### config.mk
export PLATFORM = sky130hd
export DESIGN_NAME = tws_ram
export DESIGN_NICKNAME = d
export VERILOG_FILES = /design/src/design/tws_ram.sv
export SDC_FILE = /design/constraint.sdc
export NUM_CORES = 2
export LEC_CHECK = 0
export ABC_AREA = 1
export ABC_CLOCK_PERIOD_IN_PS = 2920
export BUFFER_PORTS_ARGS = -buffer_cell sky130_fd_sc_hd__buf_2
export CAP_MARGIN = 20
export CORE_AREA = 4 4 487 393
export CTS_CLUSTER_DIAMETER = 60
export DETAILED_ROUTE_END_ITERATION = 16
export DIE_AREA = 0 0 491 397
export PLACE_DENSITY = 0.67
export SYNTH_ARGS = -nofsm -noshare
export SYNTH_HDL_FRONTEND = slang
export SYNTH_SLANG_ARGS = --single-unit
### constraint.sdc
create_clock -name clk -period 2.92 [get_ports clk]
set_clock_uncertainty 0.15 [all_clocks]
set_input_delay 0.584 -clock clk [delete_from_list [all_inputs] [get_ports clk]]
set_output_delay 0.584 -clock clk [all_outputs]
set_load 0.005 [all_outputs]
### src/design/tws_ram.sv
// ----------------------------------------------------------------------------
// tws_ram
// Simple dual-port RAM: one write port, one read port with registered data.
// ----------------------------------------------------------------------------
`default_nettype none

module tws_ram #(
	parameter int WIDTH = 8,
	parameter int DEPTH = 256
) (
	input  wire logic                     clk,
	input  wire logic                     we,
	input  wire logic [$clog2(DEPTH)-1:0] waddr,
	input  wire logic [WIDTH-1:0]         wdata,
	input  wire logic [$clog2(DEPTH)-1:0] raddr,
	output logic      [WIDTH-1:0]         rdata
);

	logic [WIDTH-1:0] mem [DEPTH];

	always_ff @(posedge clk) begin
		if (we) begin
			mem[waddr] <= wdata;
		end
		rdata <= mem[raddr];
	end

endmodule

`default_nettype wire

Word-level counts from Yosys, hierarchy flattened
Memories as Yosys holds them, arrays and structs flattened. A register that Yosys moved wholly into a read port is not among the register bits.
Cells that the tools add are included.
- multiplexer cells: 2
- operators with widths (operator ; number):
    1-bit 2-to-1 mux ; 2
- bits in registers: 0
- bits in writable memories: 2048
- bits of input ports: 26
- word-level logic and storage cells: 3
- memories: 1
- memories (memory ; words ; width ; read ports ; clocked after memory_dff ; wr ports ; RTL line ; source):
    mem ; 256 ; 8 ; 1 ; 1 ; 1 ; 19 ; logic [WIDTH-1:0] mem [DEPTH];

Longest topological paths before layout
- word-level depth: 2
- mapped depth: 15

Worst setup path before layout
OpenSTA, ideal clock, no wires.
- kind: in2reg
- start point: input we
- end point: memory mem[162][0], enable pin
- data arrival time: 1.705 ns
- path slack: 0.695 ns
- cell stages on the path: 4
- path buffers: 2
- cell sequence: clkbuf_1 > nand3_1 > clkbuf_1 > nor2_1
- cells in the longest elaborated chain, start to end: 2
- RTL lines (element ; RTL line ; source):
    start, declared ; 12 ; input wire logic we,
    1-bit 2-to-1 mux ; 22 ; if (we) begin
    1-bit 2-to-1 mux (not written as such) ; 23 ; mem[waddr] <= wdata;
    end, declared ; 19 ;
No other way between the ends.

==> flow_metrics.tcl <==
set metrics [dict create \
    status "completed" \
    drt_first_pass_iters 9 \
    syn_inst 7003 \
    finish.net_count 7332 \
    final_layout_size_suffix_gt1_frac 0.1139 \
    clockPowerShare 0.398 \
    asyncSetResetFlopFracSynth 0 \
    floorplan.initialDensity 0.4475 \
    tritoncts_num_sinks 2056 \
    cts-buffers-inserted 188 \
    fin_crit_sh 0.8015 \
    synth_area_per_cell_um2 11.91 \
    clock_tree.root_cell "clkbuf_16" \
    fin_hold_viols 0 \
    yosysTopAreaCell "edfxtp_1" \
    clock_tree_from_tritoncts "built" \
    initial_antenna_violation_count 14 \
    route.antenna.remaining_nets 0 \
    die_area_um2 194900 \
    drc_errors 0 \
    maxCapViolCount 0 \
    post_dr_vias_cell 5.735 \
    post-synth-top-area-fraction 0.7374 \
    core_area_um2 186400 \
    final_critical_delay_including_setup_and_external_delays_ns 2.340 \
    cts.repair.resized 0 \
    seq_power_share 0.535 \
    clk_path_buf_depth 3 \
    cp.required_ns 3.54 \
    criticalPathCategory "in -> reg" \
    first_global_vias 53620 \
    placement_rows 142 \
    setup_tns_final_ns 0 \
    maxClockFrequency_mhz 427.3 \
    syn_nets 7029 \
    die_height_um 397 \
    highest_delay_cell_along_the_critical_path "buf_12" \
    remaining_max_slew_budget_at_the_tightest_pin 0.3910 \
    timing.critical_path.max_delay_family "simple AND/OR/NAND/NOR gates" \
    synth_seq_cells 2056 \
    drt_iter0_drc 7958 \
    synthMostInstantiatedCell "nand2_1" \
    min_from "wdata[5]" \
    critical-path-max-stage-delay_ns 0.28 \
    timing.hold.ws_ns 0.05264 \
    clk_pin_slew_ns 0.06 \
    critPathMaxFanout 59 \
    synth.yosys.warnings 0 \
    rr_startpoint "mem[255][6]$_DFFE_PP_" \
    peak_supply_drop_v 0.0006172 \
    post_synth_instance_area_um2 83400 \
    tightestPinTransition_ns 0.9112 \
    comb_power_share 0.067 \
    wl_per_cell_um 23.46 \
    worstSkewPairLatency_ns 0.85 \
    critPathCaptureType "flip-flop" \
    grt_max_degree 123 \
    startpoint_of_the_most_critical_setup_path "raddr[0]" \
    num_io_pins 34 \
    area.growth.synth_to_final_pct 15.09 \
    setup_viol 0 \
    design_area_um2 95980 \
    totalWireLength_mm 232.6 \
    timing.final.max_slew_violations 0 \
    power_leakage_uw 0.03405 \
    reg_to_reg_slack_setup_ns 0.86 \
    synth_enable_flop_cells 2048 \
    swShare 0.2255 \
    chipWidth_um 491 \
    worst-path-buf-inv 4 \
    ys_dominant_reg_cell "edfxtp_1" \
    cp.arrival_ns 2.96 \
    detailed_place.area_um2 89930 \
    port-buffer-count 33 \
    ys_top_cells_by_area "edfxtp_1 74%, nand3_1 12%, nand2_1 9.6%" \
    pwr_density_cell_nw_per_um2 634.2 \
    top_cells_by_count_synth "2123 x nand2_1, 2048 x edfxtp_1, 2019 x nand3_1" \
    synth.lib_cells_used.distinct 14 \
    cell_internal_pwr_uw 47140 \
    routed-via-count 56850 \
    cp-start-kind "input pin" \
    cts_max_level 4 \
    gr-usage-all-layers 0.2347 \
    unrepaired_setup_endpoints_after_global_routing "false" \
    place.gp.congestion 0.8828 \
    type_of_the_tightest_min_delay_check "in -> reg" \
    crit_path_cell_trace "buf_8 > inv_16 > buf_12 > buf_12 > nand2_1 > nand3_1 > nand3_1 > nand3_1 > nand3_1 > nand3_1 > nand3_1 > nand2_1 > nand2_1 > nand2_1" \
    switching_power_uw 13720 \
    wire_length_of_the_first_global_routing_pass_mm 347.0 \
    grt_overflow_total 0 \
    worst_path_most_repeated_cell "nand3_1" \
    hpwl_mm 140.3 \
    synth_sequential_area_ratio 0.7394 \
]
power groups by stage:
stage	sequential (µW)	combinational (µW)	clock (µW)
2_1_floorplan	33200	2010	0
3_3_place_gp	33200	3960	0
3_5_place_dp	33200	4010	0
4_1_cts	32500	4030	24500
5_1_grt	32500	4370	25800
6_report	32500	4070	24300
path summary, 6_finish.rpt:
check             depth (start not counted)               endpoint
hold / removal                            1  mem[124][5]$_DFFE_PP_
hold reg to reg                          10       rdata[5]$_DFF_P_
setup / recovery                         14       rdata[6]$_DFF_P_
setup reg to reg                         10       rdata[6]$_DFF_P_
layer usage:
layer | global-route usage | up-vias | part of all wire
met1 | 0.3404 | 27700 | 0.40
met4 | 0.08332 | 2 | 0.035
met2 | 0.3539 | 3216 | 0.45
met5 | 0 | - | 0.000052
li1 | - | 25490 | -
met3 | 0.04729 | 440 | 0.11
registers in the layout (all words and copies together), names as in the netlist:
register	count
mem	2048
rdata	8
cells in the final DEF, fill, tap and decap left out:
cell	count
buf_12	113
buf_8	11
inv_2	1
clkbuf_8	3
inv_4	1
clkinvlp_4	2
clkbuf_1	45
buf_4	448
clkinv_16	1
clkinv_1	47
inv_1	34
inv_6	3
nand3_1	2019
clkinv_8	7
nor2_1	283
clkinv_2	28
buf_2	20
inv_16	2
dlygate4sd3_1	4
dfxtp_1	8
bufinv_16	15
edfxtp_1	2048
diode_2	4
inv_8	3
clkbuf_16	192
nand2_1	2123
cells by family after synthesis:
family,count (synthesis),synth area share
flops,2056,0.7394
simple gates,4425,0.2295
buf+inv,522,0.03119
area by class of cell:
cell class                 instances  area, µm²
inverter                          39      180.2
clock inverter                   105      983.4
antenna                            4      10.01
multi-input combinational       4425      19140
fill                           15540      90400
timing repair buffer             596       5931
tap                             2448       3063
sequential                      2056      61660
clock buffer                     240       5015
metrics by stage:
step	utilization	setup slack [ns]	power [µW]	cells
floorplan	-	0.6945	35180	7003
global placement	0.4825	-0.2187	37140	9560
detailed placement	0.4825	-0.2006	37180	9560
CTS	0.5149	0.6883	61100	9909
global route	0.5149	0.5078	62730	9910
finish	0.5150	0.5796	60870	9913
timing repair:
action,in CTS,in global routing
hold buffers,4,0
setup buffers,0,0
hold endpoints to repair,42,0
Power figures use the tool's default switching activity.
